**src/design/relo_pkg.sv**
```systemverilog
// Shared types, constants and helpers for the ring entry offset locator.
package relo_pkg;

    // Ring geometry
    localparam int RING_DEPTH = 16;
    localparam int IDX_W      = $clog2(RING_DEPTH);
    localparam int CNT_W      = $clog2(RING_DEPTH + 1);

    // Field widths
    localparam int HANDLE_W = 32;
    localparam int SIZE_W   = 16;
    localparam int OFFS_W   = 20;

    // Request kinds
    localparam logic REQ_ADD  = 1'b0;
    localparam logic REQ_FIND = 1'b1;

    typedef struct packed {
        logic                req_type;
        logic [HANDLE_W-1:0] new_handle;
        logic [SIZE_W-1:0]   new_size;
        logic [OFFS_W-1:0]   char_pos;
    } req_t;

    typedef struct packed {
        logic                found;
        logic [HANDLE_W-1:0] hit_handle;
        logic [SIZE_W-1:0]   hit_size;
        logic [SIZE_W-1:0]   byte_in_entry;
        logic [HANDLE_W-1:0] evicted_handle;
    } rsp_t;

    typedef enum logic [1:0] {
        ST_IDLE,
        ST_ADD,
        ST_FIND
    } state_t;

    // Step a ring index forward with wrap
    function automatic logic [IDX_W-1:0] next_slot(input logic [IDX_W-1:0] idx);
        logic [IDX_W-1:0] nxt;
        if (idx == IDX_W'(RING_DEPTH - 1))
            nxt = '0;
        else
            nxt = idx + 1'b1;
        return nxt;
    endfunction

endpackage

```
**src/design/ring_entry_offset_locator_core.sv**
```systemverilog
// Top level of the ring entry offset locator: entry store, indices and walk sequencer.
//
// A transfer is taken when start is high and busy is low. An add reads the old
// slot, then writes it back; a find examines live entries from the oldest, up to
// the hit or the newest, reading one entry per cycle through the single read port
// of the entry memory. A find on an empty ring reports not found at once. Each
// result appears on rsp marked by done, high for exactly one cycle in the cycle
// after the last working cycle; the receiver cannot stall it and must take it then.
// Per-entry valid bits cleared at reset make unwritten slots read as zero, so
// no clearing pass follows reset.
module ring_entry_offset_locator_core (
    input  logic           clk,
    input  logic           rst_n,
    input  logic           start,
    output logic           busy,
    input  relo_pkg::req_t req,
    output logic           done,
    output relo_pkg::rsp_t rsp
);

    localparam int IDX_W    = relo_pkg::IDX_W;
    localparam int CNT_W    = relo_pkg::CNT_W;
    localparam int HANDLE_W = relo_pkg::HANDLE_W;
    localparam int SIZE_W   = relo_pkg::SIZE_W;
    localparam int OFFS_W   = relo_pkg::OFFS_W;
    localparam int DEPTH    = relo_pkg::RING_DEPTH;

    // Entry memory: {handle, size}
    logic [HANDLE_W+SIZE_W-1:0] mem [DEPTH];
    logic [HANDLE_W+SIZE_W-1:0] rd_data_reg;
    logic                       rd_valid_reg;
    logic [DEPTH-1:0]           valid_reg;

    logic [IDX_W-1:0]           rd_addr;
    logic                       wr_en;
    logic [IDX_W-1:0]           wr_addr;
    logic [HANDLE_W+SIZE_W-1:0] wr_data;

    relo_pkg::state_t           state_reg, state_next;
    logic [IDX_W-1:0]           widx_reg, widx_next;
    logic [IDX_W-1:0]           ridx_reg, ridx_next;
    logic                       full_reg, full_next;
    logic [IDX_W-1:0]           walk_reg, walk_next;
    logic [CNT_W-1:0]           cnt_reg, cnt_next;
    logic [OFFS_W-1:0]          rem_reg, rem_next;
    logic [HANDLE_W-1:0]        add_handle_reg, add_handle_next;
    logic [SIZE_W-1:0]          add_size_reg, add_size_next;
    logic                       done_reg, done_next;
    relo_pkg::rsp_t             rsp_reg, rsp_next;

    logic [HANDLE_W-1:0]        rd_handle;
    logic [SIZE_W-1:0]          rd_size;

    // Mask entries never written since reset
    assign rd_handle = rd_valid_reg ? rd_data_reg[HANDLE_W+SIZE_W-1:SIZE_W] : '0;
    assign rd_size   = rd_valid_reg ? rd_data_reg[SIZE_W-1:0] : '0;

    assign busy = (state_reg != relo_pkg::ST_IDLE);
    assign done = done_reg;
    assign rsp  = rsp_reg;

    // Write and read the entry memory
    always_ff @(posedge clk)
    begin
        if (wr_en)
            mem[wr_addr] <= wr_data;
        rd_data_reg <= mem[rd_addr];
    end

    // Hold the valid bits and the valid flag of the read entry
    always_ff @(posedge clk or negedge rst_n)
    begin
        if (!rst_n)
        begin
            valid_reg    <= '0;
            rd_valid_reg <= 1'b0;
        end
        else
        begin
            if (wr_en)
                valid_reg[wr_addr] <= 1'b1;
            rd_valid_reg <= valid_reg[rd_addr];
        end
    end

    // State and control registers
    always_ff @(posedge clk or negedge rst_n)
    begin
        if (!rst_n)
        begin
            state_reg <= relo_pkg::ST_IDLE;
            widx_reg  <= '0;
            ridx_reg  <= '0;
            full_reg  <= 1'b0;
            cnt_reg   <= '0;
            done_reg  <= 1'b0;
        end
        else
        begin
            state_reg <= state_next;
            widx_reg  <= widx_next;
            ridx_reg  <= ridx_next;
            full_reg  <= full_next;
            cnt_reg   <= cnt_next;
            done_reg  <= done_next;
        end
    end

    // Payload registers
    always_ff @(posedge clk)
    begin
        walk_reg       <= walk_next;
        rem_reg        <= rem_next;
        add_handle_reg <= add_handle_next;
        add_size_reg   <= add_size_next;
        rsp_reg        <= rsp_next;
    end

    // Sequence adds and finds
    always_comb
    begin
        logic [CNT_W-1:0] live;
        logic [IDX_W-1:0] step_idx;

        state_next      = state_reg;
        widx_next       = widx_reg;
        ridx_next       = ridx_reg;
        full_next       = full_reg;
        walk_next       = walk_reg;
        cnt_next        = cnt_reg;
        rem_next        = rem_reg;
        add_handle_next = add_handle_reg;
        add_size_next   = add_size_reg;
        done_next       = 1'b0;
        rsp_next        = rsp_reg;
        rd_addr         = walk_reg;
        wr_en           = 1'b0;
        wr_addr         = widx_reg;
        wr_data         = {add_handle_reg, add_size_reg};
        step_idx        = relo_pkg::next_slot(walk_reg);

        // Count live entries from the indices
        if (full_reg)
            live = CNT_W'(DEPTH);
        else if (widx_reg >= ridx_reg)
            live = CNT_W'(widx_reg) - CNT_W'(ridx_reg);
        else
            live = CNT_W'(widx_reg) + CNT_W'(DEPTH) - CNT_W'(ridx_reg);

        case (state_reg)
            relo_pkg::ST_IDLE:
            begin
                if (start)
                begin
                    if (req.req_type == relo_pkg::REQ_ADD)
                    begin
                        // Read the old slot contents first
                        add_handle_next = req.new_handle;
                        add_size_next   = req.new_size;
                        rd_addr         = widx_reg;
                        state_next      = relo_pkg::ST_ADD;
                    end
                    else if (live == '0)
                    begin
                        // Empty ring: report not found at once
                        rsp_next  = '0;
                        done_next = 1'b1;
                    end
                    else
                    begin
                        rd_addr    = ridx_reg;
                        walk_next  = ridx_reg;
                        cnt_next   = live;
                        rem_next   = req.char_pos;
                        state_next = relo_pkg::ST_FIND;
                    end
                end
            end

            relo_pkg::ST_ADD:
            begin
                // Write back the new entry and advance the indices
                wr_en     = 1'b1;
                rsp_next  = '0;
                rsp_next.evicted_handle = rd_handle;
                done_next = 1'b1;
                widx_next = relo_pkg::next_slot(widx_reg);
                if (full_reg)
                    ridx_next = relo_pkg::next_slot(ridx_reg);
                full_next  = (widx_next == ridx_next);
                state_next = relo_pkg::ST_IDLE;
            end

            relo_pkg::ST_FIND:
            begin
                if ({{(OFFS_W-SIZE_W){1'b0}}, rd_size} > rem_reg)
                begin
                    // Hit: the entry holds the character
                    rsp_next               = '0;
                    rsp_next.found         = 1'b1;
                    rsp_next.hit_handle    = rd_handle;
                    rsp_next.hit_size      = rd_size;
                    rsp_next.byte_in_entry = rem_reg[SIZE_W-1:0];
                    done_next              = 1'b1;
                    state_next             = relo_pkg::ST_IDLE;
                end
                else if (cnt_reg == CNT_W'(1))
                begin
                    // Walked past the newest entry
                    rsp_next   = '0;
                    done_next  = 1'b1;
                    state_next = relo_pkg::ST_IDLE;
                end
                else
                begin
                    // Advance to the next entry
                    rem_next  = rem_reg - {{(OFFS_W-SIZE_W){1'b0}}, rd_size};
                    cnt_next  = cnt_reg - 1'b1;
                    walk_next = step_idx;
                    rd_addr   = step_idx;
                end
            end

            default:
            begin
                state_next = relo_pkg::ST_IDLE;
            end
        endcase
    end

    // A full ring has its indices equal
    a_full_idx: assert property (@(posedge clk) disable iff (!rst_n)
        full_reg |-> (widx_reg == ridx_reg))
        else $error("ring full with indices apart");

    // The walk never runs with no entries left
    a_walk_cnt: assert property (@(posedge clk) disable iff (!rst_n)
        (state_reg == relo_pkg::ST_FIND) |-> (cnt_reg != '0))
        else $error("find walk with zero count");

    // An add state is followed by a result and a return to idle
    a_add_done: assert property (@(posedge clk) disable iff (!rst_n)
        (state_reg == relo_pkg::ST_ADD) |=> (done && state_reg == relo_pkg::ST_IDLE))
        else $error("add did not complete");

    // A hit never reports an evicted handle
    a_hit_clean: assert property (@(posedge clk) disable iff (!rst_n)
        (done && rsp.found) |-> (rsp.evicted_handle == '0))
        else $error("hit result carries evicted handle");

    // A result follows only accepted work
    a_done_src: assert property (@(posedge clk) disable iff (!rst_n)
        done |-> ($past(start && !busy) || $past(state_reg != relo_pkg::ST_IDLE)))
        else $error("result without a transfer");

endmodule

```
**config.mk**
```make
export PLATFORM = sky130hd
export DESIGN_NAME = ring_entry_offset_locator_core
export DESIGN_NICKNAME = d
export VERILOG_FILES = /design/src/design/relo_pkg.sv /design/src/design/ring_entry_offset_locator_core.sv
export SDC_FILE = /design/constraint.sdc
export NUM_CORES = 1
export LEC_CHECK = 0
export BUFFER_PORTS_ARGS = -buffer_cell sky130_fd_sc_hd__buf_2
export CORE_MARGIN = 4
export CORE_UTILIZATION = 25
export DETAILED_ROUTE_END_ITERATION = 16
export PLACE_DENSITY = 0.46
export SYNTH_ARGS = -nofsm -noshare
export SYNTH_HDL_FRONTEND = slang
export SYNTH_SLANG_ARGS = --single-unit
```
**constraint.sdc**
```tcl
create_clock -name clk -period 11.9 [get_ports clk]
set_input_delay 1.785 -clock clk [delete_from_list [all_inputs] [get_ports clk]]
set_output_delay 1.785 -clock clk [all_outputs]
set_load 0.02 [all_outputs]
```
==> flow_summary.yaml, run 1 <==
place:
  hpwl_mm: 60.79
  io_buffer_count: 170
  gp_congestion: 0.7411
  dp.cells: 4777
critical_path:
  crit_required_ns: 12.52
  cp.arrival_ns: 6.75
  r2r_end: "rd_data_reg[26]$_DFF_P_"
  critPathKind: "reg -> reg"
  rrSetupSlack_ns: 5.77
  end_kind: "flip-flop"
  start_kind: "flip-flop"
  r2r_start: "rd_valid_reg$_DFF_PN0_"
  crit_fanout: 113
  reg2reg_depth: 17
detailed_routing:
  wl_mm: 112.7
  ant_nets: 0
  firstDrtPassIters: 6
  wl_per_cell_um: 22.65
  vias_per_cell: 4.492
  drt_iter0_markers: 1563
  route.detailed.drc: 0
  vias: 22340
cts:
  numCtsBuffers: 108
  cts_sinks: 1019
  cts_hold_buffers: 0
  path_clk_slew_ns: 0.06
  cts_setup_buffers: 0
  clock_tree.buffer_depth: 3
  cts_tree: "done"
  clock_latency_ns: 0.69
  cts_resized: 0
  cts.htree.levels: 3
  cts_root_buf: "clkbuf_16"
power_and_ir_drop:
  power.internal_mw: 8.411
  power_frac_clock: 0.257
  combPwrFrac: 0.380
  p_seq_frac: 0.363
  p_leak_nw: 16.09
  powerDensity_nw_per_um2: 279.7
  switching_share: 0.3657
  vdd_drop_max_mv: 0.2861
  p_switching_mw: 4.849
cells_and_area:
  largest_register_ffs: 768
  drive_gt1_frac: 0.2019
  final_util: 0.2946
  fin_nets: 2833
  area_growth_pct: 16.98
  antennaDiodeCount: 0
  finalNonFillerCells: 4973
  n_fill_cell: 16060
timing:
  tns_ns: 0
  setup_violations: 0
  hold_viol: 0
  fin_crit_sh: 0.5153
  worst_slew_pin_slew_ns: 1.135
  finClkSkew_ns: 0.02019
  slew_headroom: 0.2431
  clock.fmax_mhz: 163.1
  rsz0062_at_grt: "false"
  min_period_ns: 6.132
  finalMaxSlewViolations: 0
die:
  core_area_um2: 160900
  die_h_um: 410.7
  io-pin-count: 171
  start_util: 0.2519
  num_rows: 147
  fp.dieW_um: 410.7
  dieArea_um2: 168600
yosys:
  synth_area_um2: 40540
  ys_warn_count: 0
  synth_seq_cells: 1019
  yosysSeqAreaShare: 0.7388
  synth_ff_type: "edfxtp_1"
  synth_cell_types: 58
  synth.most_common_cell: "edfxtp_1"
  synthArstFlopShare: 0.03337
  syn_inst: 2547
  netlist_top_cells_area: "edfxtp_1, mux2i_1, mux2_2"
  synth_fp_nets: 2653
  yosys.area.top_type: "edfxtp_1"
  yosys-top-cells-count: "edfxtp_1, nand2_1, mux2i_1, and2_1, mux2_2"
  avgSynthCellArea_um2: 15.91
  synth_edf_count: 937
  synth_top_cell_area_share: 0.6941
run:
  cap_violations: 0
grt:
  grt_max_degree: 157
  grt-ovfl-total: 0
  grt_util_all_layers: 0.1307
  grt_pass1_vias: 22040
  antenna_found_initial: 17
  grt_pass1_wl_mm: 161.4
hold_path:
  whs_endpoint: "valid_reg[8]$_DFFE_PN0P_"
  hp-start: "valid_reg[8]$_DFFE_PN0P_"
  hold_path.class: "reg -> reg"
  min_path_cells: 1
status:
  status: "complete, no violations"
[through the flow]
stage               hold WS [ns]  power [mW]  worst slack, ns  instance area [µm²]
global route              0.4807       14.01            5.353                47420
CTS                       0.4643       13.43            5.754                47420
detailed placement        0.4445       9.997            5.758                43860
global placement          0.4436       9.974            5.844                43860
floorplan                 0.4301       8.529            4.104                40540
finish                    0.4650       13.26            5.768                47420
[worst max-delay path by stage]
stage	startpoint	slack, ns	depth (start not counted)	to
final	rd_valid_reg$_DFF_PN0_	5.77	17	rd_data_reg[26]$_DFF_P_
after global routing	rd_valid_reg$_DFF_PN0_	5.35	17	rd_data_reg[26]$_DFF_P_
after CTS	rd_valid_reg$_DFF_PN0_	5.75	17	rd_data_reg[17]$_DFF_P_
after detailed placement	rd_valid_reg$_DFF_PN0_	5.76	17	rd_data_reg[17]$_DFF_P_
after global placement	rd_valid_reg$_DFF_PN0_	5.84	17	rd_data_reg[26]$_DFF_P_
after floorplan	rd_valid_reg$_DFF_PN0_	4.10	13	rsp[0]$_DFFE_PP_
[worst max-delay path, cell delays in order (launching register included)]
cell      delay [ns]
dfrtp_2         0.38
buf_4           0.37
and2_1          0.28
ha_1            0.21
fa_1            0.42
nand2b_1        0.19
a211oi_2        0.26
o21bai_2        0.12
a211oi_4        0.39
a211oi_4        0.16
nor2_1          0.27
mux2_2          0.23
a221o_4         0.69
buf_12          0.58
buf_4           0.65
mux2_2          0.41
o22ai_1         0.17
a221o_1         0.15
[layer usage]
| layer | wire, µm | part of all wire | GRT usage | vias to the layer above |
|---|---|---|---|---|
| met3 | 6143 | 0.055 | 0.02568 | 153 |
| met4 | 2077 | 0.018 | 0.02736 | 4 |
| met2 | 50750 | 0.45 | 0.2018 | 534 |
| met5 | 34 | 0.00030 | 0 | - |
| met1 | 53660 | 0.48 | 0.1903 | 11540 |
| li1 | - | - | - | 10110 |
[kinds of logic after synthesis]
| logic type | synth area share |
|---|---|
| DFF | 0.7388 |
| and+or+nand+nor | 0.06618 |
| AOI/OAI and AO/OA | 0.07479 |
| muxes | 0.08158 |
| buffers and inverters | 0.02256 |
| adders and majority gates | 0.01087 |
| xor gates and xnor gates | 0.005186 |
[cell usage in the layout, fill, tap and decap left out, types with 6 or more instances in the layout]
| cell | instances |
|---|---|
| a211oi_1 | 71 |
| a211oi_2 | 31 |
| a21oi_1 | 35 |
| a221o_1 | 50 |
| a31oi_1 | 103 |
| and2_1 | 131 |
| and3_1 | 21 |
| buf_2 | 170 |
| buf_4 | 47 |
| bufinv_16 | 11 |
| clkbuf_1 | 30 |
| clkbuf_16 | 111 |
| clkbuf_8 | 14 |
| clkinv_1 | 16 |
| clkinv_2 | 9 |
| dfrtp_1 | 33 |
| dfxtp_1 | 48 |
| edfxtp_1 | 937 |
| ha_1 | 31 |
| inv_1 | 26 |
| mux2_2 | 115 |
| mux2i_1 | 201 |
| nand2_1 | 272 |
| nand2b_1 | 6 |
| nand3_1 | 13 |
| nor2_1 | 69 |
| nor2_4 | 13 |
| o21ai_0 | 27 |
| o22ai_1 | 53 |
| or2_2 | 17 |
| xnor2_1 | 14 |
| xor2_1 | 10 |
[area by class of cell]
cell class	count	area, µm²	area share
repair buffers	220	1264	0.02665
flip-flops and latches	1019	29950	0.6316
well taps	2160	2703	0.05700
inverters	26	97.59	0.002058
clock inverters	41	476.7	0.01005
clock buffers	155	3083	0.06502
multi-input cells	1352	9844	0.2076
[power groups by stage]
| stage | logic (mW) | clock network [mW] | registers, mW |
|---|---|---|---|
| after global placement | 5.08 | 0 | 4.89 |
| after detailed placement | 5.11 | 0 | 4.89 |
| final | 5.05 | 3.41 | 4.81 |
| after CTS | 5.12 | 3.49 | 4.82 |
| after floorplan | 3.66 | 0 | 4.87 |
| after global routing | 5.51 | 3.64 | 4.86 |
Power figures use the tool's default switching activity.
==> run 2: changes to the inputs <==
==> constraint.sdc (replaced) <==
create_clock -name clk -period 6.3 [get_ports clk]
set_input_delay 0.945 -clock clk [delete_from_list [all_inputs] [get_ports clk]]
set_output_delay 0.945 -clock clk [all_outputs]
set_load 0.02 [all_outputs]
==> run 2 against run 1 <==
  * Wire length shrank 1.8%
  * First-iteration DRC count shrank 2.8%
  * Flip-flop and latch count is the same
  * Sequential power grew 89%
  * Critical path depth shrank 1
  * Cell area grew 0.40%
  * Critical path type unchanged
==> flow_summary.yaml, run 2 (same netlist as run 1, synthesis figures left out) <==
status:
  status: "complete, no violations"
grt:
  antenna_found_initial: 20
  grt-ovfl-total: 0
  grt_max_degree: 98
  grt_pass1_vias: 21900
  grt_util_all_layers: 0.1278
  grt_pass1_wl_mm: 158.6
timing:
  worst_slew_pin_slew_ns: 1.152
  min_period_ns: 5.178
  fin_crit_sh: 0.8219
  hold_viol: 0
  slew_headroom: 0.2214
  finClkSkew_ns: 0.02184
  clock.fmax_mhz: 193.1
  setup_violations: 0
  rsz0062_at_grt: "false"
  tns_ns: 0
  finalMaxSlewViolations: 0
  holdWs_ns: 0.3353
cts:
  cts_tree: "done"
  clock_latency_ns: 0.71
  cts_resized: 0
  cts_root_buf: "clkbuf_16"
  cts.htree.levels: 3
  numCtsBuffers: 109
  cts_setup_buffers: 0
  path_clk_slew_ns: 0.06
  cts_hold_buffers: 0
  clock_tree.buffer_depth: 3
  cts_sinks: 1019
cells_and_area:
  finalNonFillerCells: 4985
  finalInstanceArea_um2: 47610
  final_common_cell: "edfxtp_1"
  drive_gt1_frac: 0.2057
  antennaDiodeCount: 0
  final_util: 0.2958
  area_growth_pct: 17.44
  fin_nets: 2838
  final_cell_mix: "edfxtp_1, nand2_1, mux2i_1"
  largest_register_ffs: 768
detailed_routing:
  route.detailed.drc: 0
  wl_mm: 110.6
  firstDrtPassIters: 5
  wl_per_cell_um: 22.19
  vias_per_cell: 4.438
  vias: 22130
  ant_nets: 0
  drt_iter0_markers: 1519
critical_path:
  max_stage_delay_ns: 0.51
  r2r_end: "rd_data_reg[0]$_DFF_P_"
  crit_buf_inv: 2
  cp.arrival_ns: 5.72
  crit_fanout: 76
  rrSetupSlack_ns: 1.12
  endpoint: "rd_data_reg[0]$_DFF_P_"
  r2r_start: "rd_valid_reg$_DFF_PN0_"
  startpoint: "rd_valid_reg$_DFF_PN0_"
  path_cells: "and2_1 -> ha_1 -> fa_1 -> nand2b_1 -> a211oi_2 -> o21bai_2 -> a211oi_4 -> a211oi_4 -> or2_1 -> a311oi_4 -> buf_12 -> buf_12 -> mux2i_1 -> mux2_2 -> o22ai_1 -> a221o_1"
  crit_required_ns: 6.84
  cp_top_family: "compound AO/OA/AOI/OAI gates"
  start_kind: "flip-flop"
  critPathKind: "reg -> reg"
  cp_num_cells: 16
  slowest_stage: "dfrtp_2"
  reg2reg_depth: 16
  end_kind: "flip-flop"
die:
  die_h_um: 410.7
  start_util: 0.2519
  fp.dieW_um: 410.7
  num_rows: 147
  io-pin-count: 171
  core_area_um2: 160900
  dieArea_um2: 168600
place:
  place_area_um2: 44040
  gp_congestion: 0.7413
  hpwl_mm: 60.71
  dp.cells: 4781
  io_buffer_count: 170
power_and_ir_drop:
  powerDensity_nw_per_um2: 528.6
  p_leak_nw: 16.15
  vdd_drop_max_mv: 0.5635
hold_path:
  hold_path.class: "in -> async"
run:
  cap_violations: 0
run 2: cell count changes in the layout (fill, tap and decap cells not counted), moves of 3 or more:
cell        delta
buf_12        +12
buf_4          -8
bufinv_16      -4
clkinvlp_4     +4
clkinv_2       +3
clkinv_8       +3
run 2: how the worst min path moves through the flow:
stage / startpoint / to / slack [ns]
floorplan: valid_reg[12]$_DFFE_PN0P_ / valid_reg[12]$_DFFE_PN0P_ / 0.43
global placement: valid_reg[8]$_DFFE_PN0P_ / valid_reg[8]$_DFFE_PN0P_ / 0.45
detailed placement: valid_reg[8]$_DFFE_PN0P_ / valid_reg[8]$_DFFE_PN0P_ / 0.45
CTS: rst_n / state_reg[0]$_DFFE_PN0P_ / 0.31
global route: req[23] / add_size_reg[3]$_DFFE_PP_ / 0.35
finish: rst_n / state_reg[0]$_DFFE_PN0P_ / 0.34
run 2: report_power, final:
part	leakage [nW]	switching (mW)	total [mW]	internal (mW)
Combinational	5.10	5.90	9.68	3.78
Clock	1.73	2.68	6.37	3.69
Sequential	9.33	0.664	9.11	8.45
run 2: metrics by stage:
| stage | setup slack (ns) | power, mW |
|---|---|---|
| final | 1.122 | 25.16 |
| after global routing | 0.8568 | 26.58 |
| after CTS | 1.113 | 25.50 |
| after detailed placement | 1.127 | 19.03 |
| after global placement | 1.123 | 19.04 |
| after floorplan | 0.7032 | 16.09 |
run 2: final cells by class:
type	count	area, µm²
inverters	26	97.59
repair buffers	224	1444
well taps	2160	2703
flip-flops and latches	1019	29950
fillers	15980	113300
clock inverters	48	491.7
clock buffers	156	3075
multi-input cells	1352	9844
run 2: per-layer routing:
metal  wire length (µm)  track usage  vias up
met5                  7            0        -
met4               1957      0.02743        2
met3               6002      0.02610      140
met2              48640       0.1927      529
met1              53990       0.1891    11300
li1                   -            -    10150
run 2: worst reg2reg max path, stage by stage (launching register included):
cell	delay, ns
dfrtp_2	0.51
and2_1	0.20
ha_1	0.22
fa_1	0.43
nand2b_1	0.19
a211oi_2	0.25
o21bai_2	0.12
a211oi_4	0.37
a211oi_4	0.15
or2_1	0.36
a311oi_4	0.37
buf_12	0.39
buf_12	0.45
mux2i_1	0.35
mux2_2	0.17
o22ai_1	0.07
a221o_1	0.42
==> run 3: changes to the inputs <==
==> constraint.sdc (replaced) <==
create_clock -name clk -period 5.2 [get_ports clk]
set_input_delay 0.78 -clock clk [delete_from_list [all_inputs] [get_ports clk]]
set_output_delay 0.78 -clock clk [all_outputs]
set_load 0.02 [all_outputs]
==> run 3 against run 2 <==
  * Maximum frequency grew 4.7%
  * Core utilization grew 0.17 points
  * Flip-flop and latch count is the same
  * Worst setup slack lost 0.87 ns
  * Critical endpoint is now rd_data_reg[26]$_DFF_P_
==> flow_summary.yaml, run 3 (same netlist as run 1, synthesis figures left out) <==
status:
  status: "complete, no violations"
cts:
  cts_tree: "done"
  numCtsBuffers: 104
  path_clk_slew_ns: 0.06
  cts_sinks: 1019
  cts_resized: 0
  clock_tree.buffer_depth: 3
  cts_root_buf: "clkbuf_16"
  clock_latency_ns: 0.71
  cts_hold_buffers: 0
  cts.htree.levels: 3
  cts_setup_buffers: 0
hold_path:
  hold_path.class: "in -> async"
power_and_ir_drop:
  vdd_drop_max_mv: 0.3937
  total_power_mw: 30.68
  p_leak_nw: 16.30
  powerDensity_nw_per_um2: 640.7
critical_path:
  crit_required_ns: 5.85
  slowest_stage: "a221oi_1"
  cp_common_cell: "a211oi_4"
  cp_num_cells: 15
  crit_buf_inv: 1
  end_kind: "flip-flop"
  rrSetupSlack_ns: 0.25
  crit_fanout: 19
  startpoint: "rd_data_reg[0]$_DFF_P_"
  r2r_end: "rd_data_reg[26]$_DFF_P_"
  critPathKind: "reg -> reg"
  max_stage_delay_ns: 0.79
  cp.arrival_ns: 5.60
  r2r_start: "rd_data_reg[0]$_DFF_P_"
  reg2reg_depth: 15
  cp_top_family: "compound AO/OA/AOI/OAI gates"
  endpoint: "rd_data_reg[26]$_DFF_P_"
  path_cells: "and2_1 -> ha_1 -> fa_1 -> nand2b_1 -> a211oi_2 -> o21bai_2 -> a211oi_4 -> a211oi_4 -> o31ai_1 -> a21oi_1 -> a221oi_1 -> nand2_4 -> buf_12 -> o22ai_1 -> a221o_1"
  start_kind: "flip-flop"
cells_and_area:
  n_fill_cell: 16070
  multiInputGateArea_um2: 9844
  final_common_cell: "edfxtp_1"
  fin_nets: 2865
  largest_register_ffs: 768
  area_growth_pct: 18.12
  final-seq-area_um2: 29950
  drive_gt1_frac: 0.2138
  final_cell_mix: "edfxtp_1, nand2_1, mux2i_1"
grt:
  antenna_found_initial: 13
  grt_max_degree: 89
  grt_pass1_vias: 22060
  grt_pass1_wl_mm: 161.1
  grt_util_all_layers: 0.1307
  grt-ovfl-total: 0
detailed_routing:
  wl_met3_mm: 6.578
  wl_met1_mm: 54.10
  top_layer: "met5"
  ant_nets: 0
  wl_per_cell_um: 22.49
  firstDrtPassIters: 7
  drt_iter0_markers: 2015
  vias: 22350
  wl_mm: 112.7
  vias_per_cell: 4.458
  route.detailed.drc: 0
  wl_met2_mm: 50.19
timing:
  fin_crit_sh: 0.9515
  hold_viol: 0
  slew_headroom: 0.2544
  rsz0062_at_grt: "false"
  worst_slew_pin_slew_ns: 1.118
  setup_violations: 0
  clock.fmax_mhz: 202.1
  holdWs_ns: 0.2064
  min_period_ns: 4.948
  finClkSkew_ns: 0.02047
  tns_ns: 0
  finalMaxSlewViolations: 0
die:
  num_rows: 147
  io-pin-count: 171
  core_area_um2: 160900
  start_util: 0.2519
  fp.dieW_um: 410.7
  dieArea_um2: 168600
  die_h_um: 410.7
place:
  gp_congestion: 0.7452
  io_buffer_count: 170
  hpwl_mm: 64.79
run:
  cap_violations: 0
## run 3: cell count changes in the layout (fill, tap and decap cells not counted), sizes merged
cell	before	now
buf	224	256
diode	0	4
clkinv	32	40
clkbuf	156	140
bufinv	7	6
inv	29	30
clkinvlp	6	5
## run 3: power by group
part / switching, mW / internal [mW] / total [mW]
clock network: 3.22 / 4.19 / 7.41
logic: 7.26 / 5.04 / 12.3
registers: 0.732 / 10.2 / 11.0
total: 11.2 / 19.5 / 30.7
## run 3: cell type report
| class | instances | share of cell area |
|---|---|---|
| timing repair buffer | 256 | 0.04014 |
| antenna | 4 | 0.0002091 |
| multi-input combinational | 1352 | 0.2056 |
| sequential | 1019 | 0.6255 |
| clock inverter | 55 | 0.009904 |
| clock buffer | 140 | 0.06015 |
| inverter | 26 | 0.002038 |
| tap | 2160 | 0.05644 |
## run 3: how the worst min path moves through the flow
stage                                         start                            to  slack [ns]  cells past startpoint
after floorplan           valid_reg[12]$_DFFE_PN0P_     valid_reg[12]$_DFFE_PN0P_        0.43                      1
after global placement    valid_reg[12]$_DFFE_PN0P_     valid_reg[12]$_DFFE_PN0P_        0.44                      1
after detailed placement  valid_reg[12]$_DFFE_PN0P_     valid_reg[12]$_DFFE_PN0P_        0.45                      1
after CTS                                     rst_n        cnt_reg[0]$_DFFE_PN0P_        0.16                      1
after global routing                        req[48]  add_handle_reg[12]$_DFFE_PP_        0.18                      1
final                                         rst_n        cnt_reg[0]$_DFFE_PN0P_        0.21                      1
## run 3: stage by stage
stage | instance area (µm²) | setup WS [ns] | cells | utilization
final | 47880 | 0.2524 | 5012 | 0.2975
after global routing | 47870 | 0.02482 | 5008 | 0.2975
after CTS | 47870 | 0.3364 | 5008 | 0.2975
after detailed placement | 44520 | 0.3632 | 4813 | 0.2766
after global placement | 44520 | 0.3798 | 4813 | 0.2766
after floorplan | 40550 | 0.06809 | 2547 | -
## run 3: routing by layer
layer	vias to the layer above	track usage
li1	10200	-
met1	11450	0.1911
met2	555	0.2009
met3	140	0.02518
met4	2	0.02853
met5	-	0
